<file path="config.mk">
export PLATFORM = sky130hd
export DESIGN_NAME = tile_layer_placement
export DESIGN_NICKNAME = d
export VERILOG_FILES = /design/src/hw/rtl/tlp_pkg.sv /design/src/hw/rtl/tlp_place.sv /design/src/hw/rtl/tile_layer_placement.sv
export SDC_FILE = /design/constraint.sdc
export NUM_CORES = 1
export LEC_CHECK = 0
export BUFFER_PORTS_ARGS = -buffer_cell sky130_fd_sc_hd__buf_4
export CAP_MARGIN = 40
export CORE_ASPECT_RATIO = 1.4
export CORE_UTILIZATION = 48
export DETAILED_ROUTE_END_ITERATION = 6
export GPL_TIMING_DRIVEN = 0
export PLACE_DENSITY = 0.69
export SLEW_MARGIN = 20
export SYNTH_ARGS = -nofsm -noshare
export SYNTH_HDL_FRONTEND = slang
export SYNTH_HIERARCHICAL = 1
export SYNTH_SLANG_ARGS = --single-unit
</file>
<file path="constraint.sdc">
create_clock -name clk -period 8.37 [get_ports clk]
set_input_delay 1.2555 -clock clk [delete_from_list [all_inputs] [get_ports clk]]
set_output_delay 1.2555 -clock clk [all_outputs]
set_load 0.05 [all_outputs]
</file>
<file path="src/hw/rtl/tlp_pkg.sv">
// ----------------------------------------------------------------------------
// tlp_pkg
// Types and constants shared by the tile layer placement block.
// ----------------------------------------------------------------------------
package tlp_pkg;

    localparam int REG_INDEX_W = 3;
    localparam int REG_DATA_W  = 16;

    // register indexes on the configuration port
    localparam logic [REG_INDEX_W-1:0] REG_VIDEO_CONTROL  = 3'd0;
    localparam logic [REG_INDEX_W-1:0] REG_SCROLL_X_P0    = 3'd1;
    localparam logic [REG_INDEX_W-1:0] REG_SCROLL_Y_P0    = 3'd2;
    localparam logic [REG_INDEX_W-1:0] REG_SCROLL_X_P1    = 3'd3;
    localparam logic [REG_INDEX_W-1:0] REG_SCROLL_Y_P1    = 3'd4;
    localparam logic [REG_INDEX_W-1:0] REG_BANK_NIBBLES   = 3'd5;
    localparam logic [REG_INDEX_W-1:0] REG_CUSTOM_BANKING = 3'd6;

    // video_control bits
    localparam int VC_FLIP_Y      = 0;
    localparam int VC_FLIP_X      = 1;
    localparam int VC_PLANE_ORDER = 3;
    localparam int VC_TILE_FLIP_Y = 5;

    // placement constants, all but the colour base on the 9-bit wrapped position
    localparam logic [8:0] CELL_FLIP_BASE  = 9'd504;   // 63*8
    localparam logic [8:0] SCROLL_FLIP_X   = 9'd192;   // 256 - 64
    localparam logic [8:0] SCROLL_FLIP_Y   = 9'd256;
    localparam logic [8:0] X_RESIGN_LIMIT  = 9'd320;
    localparam logic [8:0] X_LEFT_WRAPPED  = 9'd504;   // -8 after re-signing
    localparam logic [8:0] Y_TOP_LIMIT     = 9'd8;
    localparam logic [8:0] Y_BOTTOM_LIMIT  = 9'd240;   // 256 - 16
    localparam logic [1:0] COLOUR_BASE_HI  = 2'b10;    // 0x20 in bits 5:4

    localparam int IN_TDATA_W  = 48;
    localparam int OUT_TDATA_W = 48;

    typedef struct packed {
        logic [15:0] video_control;
        logic [15:0] scroll_x_plane0;
        logic [15:0] scroll_y_plane0;
        logic [15:0] scroll_x_plane1;
        logic [15:0] scroll_y_plane1;
        logic [15:0] bank_nibbles;
        logic        custom_banking;
    } cfg_t;

    typedef struct packed {
        logic [11:0] tile_index;
        logic [15:0] code_plane0;
        logic [15:0] code_plane1;
        logic        opaque_pass;
    } item_t;

    typedef struct packed {
        logic              visible;
        logic signed [9:0] screen_x;
        logic signed [8:0] screen_y;
        logic [18:0]       gfx_address;
        logic [5:0]        colour_group;
        logic              plane_used;
        logic              mirror_x;
        logic              mirror_y;
        logic              transparent;
    } result_t;

endpackage

</file>
<file path="src/hw/rtl/tlp_place.sv">
// ----------------------------------------------------------------------------
// tlp_place
// Placement logic for one tile: plane select, flips, wrap, clip, gfx address.
// ----------------------------------------------------------------------------
module tlp_place
(
    input  tlp_pkg::cfg_t    cfg,
    input  tlp_pkg::item_t   item,
    output tlp_pkg::result_t res
);

    logic        flip_x;
    logic        flip_y;
    logic        plane;
    logic [15:0] code;
    logic [8:0]  dx;
    logic [8:0]  dy;
    logic [8:0]  sx;
    logic [8:0]  sy;
    logic [8:0]  ux;
    logic [8:0]  uy;
    logic [1:0]  bank;
    logic [3:0]  gbank;
    logic        vis_x;
    logic        vis_y;

    always_comb
    begin
        flip_x = cfg.video_control[tlp_pkg::VC_FLIP_X];
        flip_y = cfg.video_control[tlp_pkg::VC_FLIP_Y];
        plane  = cfg.video_control[tlp_pkg::VC_PLANE_ORDER] ^ item.opaque_pass;
        code   = plane ? item.code_plane1 : item.code_plane0;
        dx     = plane ? cfg.scroll_x_plane1[8:0] : cfg.scroll_x_plane0[8:0];
        dy     = plane ? cfg.scroll_y_plane1[8:0] : cfg.scroll_y_plane0[8:0];
        sx     = {item.tile_index[5:0], 3'b000};
        sy     = {item.tile_index[11:6], 3'b000};

        // screen flips mirror both the cell and the scroll, mod 512
        if (flip_x)
        begin
            dx = tlp_pkg::SCROLL_FLIP_X - dx;
            sx = tlp_pkg::CELL_FLIP_BASE - sx;
        end
        if (flip_y)
        begin
            dy = tlp_pkg::SCROLL_FLIP_Y - dy;
            sy = tlp_pkg::CELL_FLIP_BASE - sy;
        end

        ux = sx - dx;
        uy = sy - dy;

        // x re-signs at 320, y at 256 (sign is simply bit 8)
        vis_x = (ux < tlp_pkg::X_RESIGN_LIMIT) || (ux > tlp_pkg::X_LEFT_WRAPPED);
        vis_y = !uy[8] && (uy > tlp_pkg::Y_TOP_LIMIT) && (uy < tlp_pkg::Y_BOTTOM_LIMIT);

        bank  = code[12:11];
        gbank = cfg.custom_banking ? cfg.bank_nibbles[{bank, 2'b00} +: 4] : {2'b00, bank};

        res.visible      = vis_x && vis_y;
        res.screen_x     = {(ux >= tlp_pkg::X_RESIGN_LIMIT), ux};
        res.screen_y     = uy;
        res.gfx_address  = {gbank, code[10:0], 4'b0000};
        res.colour_group = {tlp_pkg::COLOUR_BASE_HI, plane, code[15:13]};
        res.plane_used   = plane;
        res.mirror_x     = flip_x;
        res.mirror_y     = cfg.video_control[tlp_pkg::VC_TILE_FLIP_Y] ^ flip_y;
        res.transparent  = !item.opaque_pass;
    end

endmodule

</file>
<file path="src/hw/rtl/tile_layer_placement.sv">
// ----------------------------------------------------------------------------
// tile_layer_placement
// Places one 8x8 cell of a 64x64 scrolling tilemap for the current pass.
// ----------------------------------------------------------------------------
// One item in, one result out, one item per clock while results are taken.
// The item is captured in an input register, the placement logic runs in a
// single combinational pass, and the result lands in the output register.
// The output register moves when free or being taken, the input register
// with it or when empty; back-pressure stalls the stream once both are full.
// Configuration registers are read live by the placement logic; write them
// only while no item is in flight.
module tile_layer_placement
(
    input  logic                                clk,
    input  logic                                rst_n,

    input  logic                                cfg_wen,
    input  logic [tlp_pkg::REG_INDEX_W-1:0]     cfg_index,
    input  logic [tlp_pkg::REG_DATA_W-1:0]      cfg_data,

    input  logic                                s_axis_tvalid,
    output logic                                s_axis_tready,
    // tile_index[11:0], code_plane0[27:12], code_plane1[43:28], zero fill
    input  logic [tlp_pkg::IN_TDATA_W-1:0]      s_axis_tdata,
    // opaque_pass
    input  logic                                s_axis_tuser,

    output logic                                m_axis_tvalid,
    input  logic                                m_axis_tready,
    // visible[0], screen_x[10:1], screen_y[19:11], gfx_address[38:20],
    // colour_group[44:39], mirror_x[45], mirror_y[46], transparent[47]
    output logic [tlp_pkg::OUT_TDATA_W-1:0]     m_axis_tdata,
    // plane_used
    output logic                                m_axis_tuser
);

    tlp_pkg::cfg_t    cfg_reg;
    tlp_pkg::item_t   item_reg;
    tlp_pkg::result_t res_next;
    tlp_pkg::result_t res_reg;
    logic             item_valid_reg;
    logic             res_valid_reg;
    logic             advance;

    // configuration registers
    always_ff @(posedge clk or negedge rst_n)
    begin
        if (!rst_n)
        begin
            cfg_reg <= '0;
        end
        else if (cfg_wen)
        begin
            unique case (cfg_index)
                tlp_pkg::REG_VIDEO_CONTROL:  cfg_reg.video_control   <= cfg_data;
                tlp_pkg::REG_SCROLL_X_P0:    cfg_reg.scroll_x_plane0 <= cfg_data;
                tlp_pkg::REG_SCROLL_Y_P0:    cfg_reg.scroll_y_plane0 <= cfg_data;
                tlp_pkg::REG_SCROLL_X_P1:    cfg_reg.scroll_x_plane1 <= cfg_data;
                tlp_pkg::REG_SCROLL_Y_P1:    cfg_reg.scroll_y_plane1 <= cfg_data;
                tlp_pkg::REG_BANK_NIBBLES:   cfg_reg.bank_nibbles    <= cfg_data;
                tlp_pkg::REG_CUSTOM_BANKING: cfg_reg.custom_banking  <= cfg_data[0];
                default:                     ;
            endcase
        end
    end

    // whole pipe moves when the output register is empty or being drained; the input register also fills when empty
    assign advance       = !res_valid_reg || m_axis_tready;
    assign s_axis_tready = !item_valid_reg || advance;

    always_ff @(posedge clk or negedge rst_n)
    begin
        if (!rst_n)
        begin
            item_valid_reg <= 1'b0;
            res_valid_reg  <= 1'b0;
        end
        else
        begin
            if (s_axis_tready)
            begin
                item_valid_reg <= s_axis_tvalid;
            end
            if (advance)
            begin
                res_valid_reg <= item_valid_reg;
            end
        end
    end

    always_ff @(posedge clk)
    begin
        if (s_axis_tvalid && s_axis_tready)
        begin
            item_reg.tile_index  <= s_axis_tdata[11:0];
            item_reg.code_plane0 <= s_axis_tdata[27:12];
            item_reg.code_plane1 <= s_axis_tdata[43:28];
            item_reg.opaque_pass <= s_axis_tuser;
        end
        if (advance && item_valid_reg)
        begin
            res_reg <= res_next;
        end
    end

    tlp_place u_place
    (
        .cfg  (cfg_reg),
        .item (item_reg),
        .res  (res_next)
    );

    assign m_axis_tvalid = res_valid_reg;
    assign m_axis_tuser  = res_reg.plane_used;
    assign m_axis_tdata  = {res_reg.transparent, res_reg.mirror_y, res_reg.mirror_x,
                            res_reg.colour_group, res_reg.gfx_address,
                            res_reg.screen_y, res_reg.screen_x, res_reg.visible};

    // an accepted item is always held in the input register next cycle
    assert property (@(posedge clk) disable iff (!rst_n)
        s_axis_tvalid && s_axis_tready |=> item_valid_reg)
        else $error("accepted item lost before placement");

    // a held item reaches the output when the pipe moves
    assert property (@(posedge clk) disable iff (!rst_n)
        item_valid_reg && advance |=> res_valid_reg)
        else $error("placed item did not reach output register");

    // palette group carries the plane it was drawn from
    assert property (@(posedge clk) disable iff (!rst_n)
        m_axis_tvalid |-> (m_axis_tdata[44:43] == tlp_pkg::COLOUR_BASE_HI)
                          && (m_axis_tdata[42] == m_axis_tuser))
        else $error("colour group does not match plane");

    // a visible tile never has a negative top row
    assert property (@(posedge clk) disable iff (!rst_n)
        m_axis_tvalid && m_axis_tdata[0] |-> !m_axis_tdata[19])
        else $error("visible tile above the window");

endmodule

</file>
==> impl_metrics.yaml, run 1 <==
global_routing:
  grt_util_all_layers_pct: 19.3
  grt_pass1_wl_um: 22500
  grt_antenna_before_repair: 0
  grt_pass1_vias: 4440
  gr-total-overflow: 0
  grt_max_degree: 60
final_layout:
  multi_input_area_um2: 2500
  area_growth_pct: 25.6
  num-fill-cells: 1133
  layout.nets: 738
  seq_area_um2: 4300
  final_cells: 852
  diodes: 0
  largest_reg_flops: 57
  drive_gt1_share_pct: 38.2
yosys:
  syn_area_per_cell_um2: 13.9
  synthCells: 507
  syn-cell-area_um2: 7070
  yosys_warnings: 6
placement:
  port-buffer-count: 118
  dp.cells: 819
  gp_congestion: 0.804
  dpl.hpwl_um: 9990
clock_tree:
  cts_root_buf: "clkbuf_16"
  clockBufferDepth: 2
  clkTransAtPathRegs_ps: 60
  cts_max_level: 4
  clkSinkCount: 153
  cts_tree: "built"
  cts_buffers: 17
  postCtsSetupRepairBufs: 0
  ctsHoldBuffers: 0
  clkLatencyLatePin_ps: 420
  cts_resized: 0
detailed_routing:
  route.detailed.drc: 0
  route.detailed.wl_per_inst_um: 16.3
  dr.pass1.iters: 5
  ant_nets: 0
  drt_iter0_markers: 136
  vias: 4294
  wl_um: 13900
  vias_per_cell: 5.04
sta:
  hold_viol: 0
  slew_viol_final: 0
  period_minus_slack_ps: 4750
  fin_crit_sh_pct: 56.7
  max_freq_mhz: 211
  worst_slew_pin_slew_ps: 730
  hold-worst-slack_ps: 503
  skew_ps: 11.7
  grt_setup_unrepaired: "no"
  tns_ps: 0
  setup_viol: 0
  slew_headroom_pct: 49.9
critical_path:
  end_kind: "flip-flop"
  cp_slowest_cell: "mux2i_1"
  crit_path_start_kind: "flip-flop"
  critPathBufInv: 2
  cpLargestDelayFamily: "compound AO/OA/AOI/OAI gates"
  path_class: "flip-flop to flip-flop"
  worst_ep_arrival_time_ps: 5010
  crit_path_max_fanout: 10
  required_ps: 8630
  crit_chain: "xnor2_2 > clkinv_1 > clkbuf_1 > mux2i_1 > ha_1 > o21ai_0 > nand2_1 > xnor2_1 > ha_1 > a21o_1 > a21oi_1 > nor2_1 > a311o_1 > a21o_1 > xor2_1 > o31ai_1 > a211oi_2"
  max_stage_delay_ps: 500
power:
  leakage_nw: 3.76
  power_density_nw_per_um2: 347
  ir_drop_v: 0.000192
  p_total_w: 0.00308
floorplan:
  die_area_um2: 15200
  rows: 52
  num_io_pins: 124
  die_x_um: 105
  initial_core_util_pct: 49.0
  fp.dieH_um: 146
  core_area_um2: 14400
hold_path:
  hold_path_class: "flip-flop to flip-flop"
job:
  cap_violations: 0
run_status:
  status: "finished, final reports clean"
==> cell usage in the layout (no fill, tap or decap), types with 3 or more instances in the layout <==
cell	count
buf_4	127
edfxtp_1	94
mux2_2	61
dfrtp_1	59
nand2_1	52
xnor2_1	28
mux2i_1	20
clkbuf_16	17
inv_1	17
xor2_1	16
nor2_1	15
ha_1	15
nor3_1	13
o21ai_0	8
clkbuf_1	7
nand3_1	7
buf_6	6
a21oi_1	6
conb_1	6
nand2b_1	4
clkinv_4	4
o31ai_1	4
buf_2	3
inv_8	3
bufinv_16	3
o211ai_1	3
buf_1	3
nor2b_1	3
and2_1	3
==> final timing paths <==
kind	endpoint	start	depth (start not counted)	slack [ps]
min in group asynchronous	cfg_reg[86]	rst_n	1	620
min	cfg_reg[18]	cfg_reg[18]	1	500
max reg2reg	m_axis_tdata[0]	item_reg[0]	17	3620
max	m_axis_tdata[0]	item_reg[0]	17	3620
max in group asynchronous	cfg_reg[40]	rst_n	2	7290
min reg2reg	cfg_reg[18]	cfg_reg[18]	1	500
==> report_power, final <==
group	switching, W	internal [W]
registers	0.0000709	0.00100
logic	0.000732	0.000484
clock network	0.000317	0.000476
total	0.00112	0.00196
==> worst reg2reg max path, cell delays in order, from the launching register on <==
cell	delay (ps)
edfxtp_1	430
xnor2_2	430
clkinv_1	400
clkbuf_1	380
mux2i_1	500
ha_1	270
o21ai_0	120
nand2_1	100
xnor2_1	130
ha_1	310
a21o_1	200
a21oi_1	280
nor2_1	70
a311o_1	320
a21o_1	190
xor2_1	200
o31ai_1	120
a211oi_2	140
==> per-stage QoR <==
stage               setup WS [ps]  util (%)  cell area [um2]
CTS                          3620      61.3             8850
finish                       3620      61.5             8880
global route                 3270      61.5             8880
detailed placement           3660      57.0             8230
floorplan                    4470         -             7090
global placement             3680      56.8             8210
==> layer usage <==
metal	global-route usage (%)	part of all wire [%]
met2	34.3	54
met4	7.46	0.91
met3	3.40	3.1
met1	23.3	42
met5	0	0
==> area by class of cell <==
type | instances | share of cell area, %
Sequential cell | 153 | 48.4
Multi-Input combinational cell | 310 | 28.2
Timing Repair Buffer | 120 | 10.5
Clock buffer | 17 | 4.79
Tap cell | 189 | 2.66
Buffer | 30 | 2.45
Clock inverter | 15 | 2.17
Inverter | 18 | 0.761
Note: power is estimated with default switching activity, not from simulation.
==> run 2, diff against run 1 <==
--- a/config.mk
+++ b/config.mk
@@ -5,13 +5,14 @@
 export SDC_FILE = /design/constraint.sdc
 export NUM_CORES = 1
 export LEC_CHECK = 0
+export ABC_AREA = 1
 export BUFFER_PORTS_ARGS = -buffer_cell sky130_fd_sc_hd__buf_4
 export CAP_MARGIN = 40
 export CORE_ASPECT_RATIO = 1.4
 export CORE_UTILIZATION = 48
 export DETAILED_ROUTE_END_ITERATION = 6
 export GPL_TIMING_DRIVEN = 0
-export PLACE_DENSITY = 0.69
+export PLACE_DENSITY = 0.71
 export SLEW_MARGIN = 20
 export SYNTH_ARGS = -nofsm -noshare
 export SYNTH_HDL_FRONTEND = slang
==> constraint.sdc (replaced) <==
create_clock -name clk -period 3.95 [get_ports clk]
set_input_delay 0.5925 -clock clk [delete_from_list [all_inputs] [get_ports clk]]
set_output_delay 0.5925 -clock clk [all_outputs]
set_load 0.05 [all_outputs]
==> run 2 against run 1 <==
Die area is 3.9% higher; critical path depth is 6 higher; critical endpoint unchanged; setup slack worse by 3300 ps; register-to-register slack worse by 3300 ps; first-iteration DRC count is 110% higher; largest power group unchanged; hold slack worse by 350 ps; combinational power is 83% higher; clock power is 110% higher; via count is 25% higher.
==> impl_metrics.yaml, run 2 <==
clock_tree:
  cts_max_level: 4
  cts_tree: "built"
  cts_root_buf: "clkbuf_16"
  clkSinkCount: 153
  cts_buffers: 17
  clockBufferDepth: 2
  clkLatencyLatePin_ps: 420
  ctsHoldBuffers: 0
  clkTransAtPathRegs_ps: 60
power:
  power_density_nw_per_um2: 652
  ir_drop_v: 0.000361
  p_total_w: 0.00603
  leakage_nw: 4.47
final_layout:
  diodes: 0
  layout_commonest_cell: "nand2_1"
  layout.nets: 1005
  drive_gt1_share_pct: 25.9
  largest_reg_flops: 57
  area_growth_pct: 26.0
  most-common-layout-cells: "299 x nand2_1, 136 x buf_4, 94 x edfxtp_1"
  final_cells: 1122
critical_path:
  crit_path_start_kind: "flip-flop"
  path_class: "flip-flop to flip-flop"
  crit_path_max_fanout: 10
  end_kind: "flip-flop"
  required_ps: 4120
  worst_ep_arrival_time_ps: 3790
  critPathLaunch: "item_reg[0]"
  r2r_start: "item_reg[0]"
detailed_routing:
  vias_per_cell: 4.79
  route.detailed.drc: 0
  vias: 5372
  top_layer: "met4"
  wl_um: 15000
  dr.pass1.iters: 4
  met3_length_um: 456
  drt_iter0_markers: 289
  ant_nets: 0
  route.met2.wl_um: 8090
  route.detailed.wl_per_inst_um: 13.4
  routedLengthMet1_um: 6160
sta:
  slew_headroom_pct: 62.9
  layout_setup_ws_ps: 328
  setup_viol: 0
  worst_slew_pin_slew_ps: 556
  hold_viol: 0
  fin_crit_sh_pct: 91.7
  max_freq_mhz: 276
  grt_setup_unrepaired: "no"
  hold-worst-slack_ps: 151
  period_minus_slack_ps: 3620
  skew_ps: 6.95
  slew_viol_final: 0
floorplan:
  core_area_um2: 15000
  initial_core_util_pct: 49.0
  rows: 53
  die_area_um2: 15800
  fp.dieH_um: 148
  num_io_pins: 124
  die_x_um: 107
global_routing:
  grt_pass1_vias: 5126
  gr-total-overflow: 0
  grt_util_all_layers_pct: 20.0
  grt_max_degree: 60
  grt_antenna_before_repair: 0
  grt_pass1_wl_um: 24200
run_status:
  status: "finished, final reports clean"
placement:
  port-buffer-count: 119
  gp_congestion: 0.865
  dpl.hpwl_um: 10800
  dp_slack_ps: 222
  dp.cells: 1086
yosys:
  synthCells: 768
  yosys_warnings: 6
  syn_area_per_cell_um2: 9.57
  syn-cell-area_um2: 7350
job:
  cap_violations: 0
hold_path:
  hold_path_class: "primary input to asynchronous set/reset pin"
-- run 2: timing repair --
action                     in CTS  in global routing
setup endpoints to repair       0                  1
resized for setup               0                  7
setup buffers                   0                  3
-- run 2: where the power goes --
group          leakage [nW]  internal, W  total, W  switching (W)
clock                 0.282     0.000949   0.00163       0.000682
sequential             1.64      0.00206   0.00217       0.000115
combinational          2.55     0.000784   0.00223        0.00145
-- run 2: cell type report --
type                       count  area, um2
clock inverter                14        163
inverter                      62        233
clock buffer                  18        429
multi-input combinational    521       2640
tap                          192        240
timing repair buffer         126       1020
buffer                        36        239
sequential                   153       4300
fill                        1305       5730
-- run 2: per-layer routing --
layer / global-route usage (%) / vias up
met5: 0 / -
met2: 35.7 / 108
met1: 23.4 / 2449
met3: 4.65 / 18
met4: 7.05 / 0
li1: - / 2797
-- run 2: critical path, cell delays in order (launching register included) --
cell	delay [ps]
edfxtp_1	490
inv_2	130
nand2_4	90
nand2_2	80
buf_6	160
buf_12	150
nand2_1	90
o21ai_4	120
ha_2	220
inv_1	40
nor2_1	140
nand3_1	150
xnor2_1	180
inv_1	90
ha_4	290
inv_1	60
nor3_1	180
nand4_1	160
nand3b_1	120
nand2_1	80
nand3_1	70
nand2_1	80
nor2_2	150
nor2_2	50
-- run 2: metrics by stage --
step,utilization (%),cell area (um2),setup TNS [ps]
3_3_place_gp,56.7,8500,-49040
4_1_cts,61.2,9180,0
2_1_floorplan,-,7370,0
5_1_grt,61.8,9260,0
6_report,61.8,9260,0
3_5_place_dp,57.3,8590,0
-- run 2: final timing paths --
check	to	slack, ps	cells after the start
hold / removal	cfg_reg[17]	150	2
min in group clk	item_reg[3]	350	1
setup reg to reg	m_axis_tdata[0]	330	23
setup / recovery	m_axis_tdata[0]	330	23
max in group asynchronous	cfg_reg[70]	3530	2
hold reg to reg	cfg_reg[65]	470	2
==> run 3, diff against run 2 <==
--- a/config.mk
+++ b/config.mk
@@ -12,7 +12,7 @@
 export CORE_UTILIZATION = 48
 export DETAILED_ROUTE_END_ITERATION = 6
 export GPL_TIMING_DRIVEN = 0
-export PLACE_DENSITY = 0.71
+export PLACE_DENSITY = 0.8
 export SLEW_MARGIN = 20
 export SYNTH_ARGS = -nofsm -noshare
 export SYNTH_HDL_FRONTEND = slang
==> run 3 against run 2 <==
The flow now finishes with violations (design-rule violations); fmax is 0.28% higher; combinational power is essentially flat; critical path depth unchanged; utilization fell by 0.61 points; cell count shrank 0.18%; cell area is 0.99% lower; non-clock buffer count fell by 2; clock skew increased by 0.76 ps; total power is 2.1% lower; register-to-register slack barely moved; critical endpoint unchanged; largest power group unchanged.
==> impl_metrics.yaml, run 3 (synthesis gave the netlist of run 2 again) <==
run_status:
  status: "finished with violations"
  violations: "design-rule violations"
critical_path:
  crit_path_start_kind: "flip-flop"
  end_kind: "flip-flop"
  cp_slowest_cell: "edfxtp_1"
  crit_path_max_fanout: 10
  worstReg2RegEnd: "m_axis_tdata[0]"
  max_stage_delay_ps: 470
  ff2ff_setup_slack_ps: 340
  required_ps: 4110
  r2r_cells: 23
  crit_chain: "inv_2 > nand2_4 > nand2_2 > buf_6 > buf_12 > nand2_1 > o21ai_4 > ha_1 > inv_1 > nor2_1 > nand3_1 > xnor2_1 > inv_1 > ha_1 > inv_1 > nor3_2 > nand4_1 > nand3b_1 > nand2_1 > nand3_1 > nand2_1 > nor2_1 > nor2_2"
  critPathLaunch: "item_reg[0]"
  endpoint: "m_axis_tdata[0]"
  worst_ep_arrival_time_ps: 3780
  path_class: "flip-flop to flip-flop"
  r2r_start: "item_reg[0]"
floorplan:
  die_area_um2: 15800
  initial_core_util_pct: 49.0
  die_x_um: 107
  num_io_pins: 124
  rows: 53
  core_area_um2: 15000
  fp.dieH_um: 148
job:
  cap_violations: 0
detailed_routing:
  route.detailed.drc: 1
  drt_iter0_markers: 230
  route.detailed.wl_per_inst_um: 13.5
  vias: 5496
  ant_nets: 0
  vias_per_cell: 4.91
  dr.pass1.iters: 7
  wl_um: 15100
global_routing:
  grt_max_degree: 60
  grt_pass1_wl_um: 24600
  grt_pass1_vias: 5354
  gr-total-overflow: 0
  grt_antenna_before_repair: 0
  grt_util_all_layers_pct: 20.1
clock_tree:
  clkTransAtPathRegs_ps: 60
  cts_max_level: 4
  clockBufferDepth: 2
  cts_tree: "built"
  ctsHoldBuffers: 0
  clkLatencyLatePin_ps: 410
  clkSinkCount: 153
  cts_buffers: 17
  cts_root_buf: "clkbuf_16"
sta:
  grt_setup_unrepaired: "no"
  worst_slew_pin_slew_ps: 745
  skew_ps: 7.72
  slew_viol_final: 0
  layout_setup_ws_ps: 338
  period_minus_slack_ps: 3610
  hold_viol: 0
  fin_crit_sh_pct: 91.4
  tns_ps: 0
  slew_headroom_pct: 50.4
  setup_viol: 0
  max_freq_mhz: 277
power:
  power_density_nw_per_um2: 644
  ir_drop_v: 0.000363
  p_total_w: 0.00591
  leakage_nw: 4.43
final_layout:
  largest_reg_flops: 57
  area_growth_pct: 24.7
  layout.nets: 1003
  most-common-layout-cells: "299 x nand2_1, 135 x buf_4, 94 x edfxtp_1"
  layout_commonest_cell: "nand2_1"
  fin_area_um2: 9170
  final_cells: 1120
  drive_gt1_share_pct: 25.5
  diodes: 0
placement:
  port-buffer-count: 119
  dp.cells: 1086
  dpl.hpwl_um: 11100
  dp_slack_ps: 219
  placed_cell_area_um2: 8590
  gp_congestion: 0.838
hold_path:
  hold_path_class: "primary input to asynchronous set/reset pin"
## run 3: through the flow
step | hold WS (ps) | util (%)
after floorplan | 297 | -
after global placement | 453 | 56.7
after detailed placement | 459 | 57.3
after CTS | 267 | 61.0
after global routing | 291 | 61.2
final | 238 | 61.2
## run 3: critical path, delay by kind of cell, from the launching register on
kind,cells,cell delay (ps)
xor+xnor,1,180
buf+inv,6,630
simple gates,13,1470
flops,1,470
fa+ha+maj,2,530
compound gates,1,80
## run 3: routing by layer
layer / share of wire, % / track usage, % / up-vias
li1: - / - / 2785
met1: 39 / 22.6 / 2554
met2: 54 / 36.7 / 130
met3: 3.2 / 3.77 / 27
met4: 3.0 / 8.84 / 0
met5: 0 / 0 / -
## run 3: worst min path at each step
stage                      startpoint           to
final                           rst_n  cfg_reg[17]
after global routing            rst_n  cfg_reg[17]
after CTS                       rst_n  cfg_reg[17]
after detailed placement  cfg_reg[25]  cfg_reg[25]
after global placement    cfg_reg[24]  cfg_reg[24]
after floorplan                 rst_n   cfg_reg[0]
## run 3: final cells by class
type,count,area (um2)
timing repair buffer,124,983
clock inverter,15,133
tap,192,240
multi-input combinational,521,2620
inverter,62,233
fill,1271,5820
buffer,36,239
sequential,153,4300
clock buffer,17,425
## run 3: repair_timing
action / in CTS / in global routing
resized for setup: 0 / 2
hold endpoints to repair: 0 / 0
setup buffers: 0 / 2
endpoints found under the setup margin: 0 / 1
## run 3: report_power, final
group	switching (W)	leakage (nW)	internal [W]	total, W
Clock	0.000696	0.266	0.000827	0.00152
Combinational	0.00144	2.52	0.000767	0.00221
Sequential	0.000116	1.64	0.00206	0.00218
Total	0.00225	4.43	0.00365	0.00591
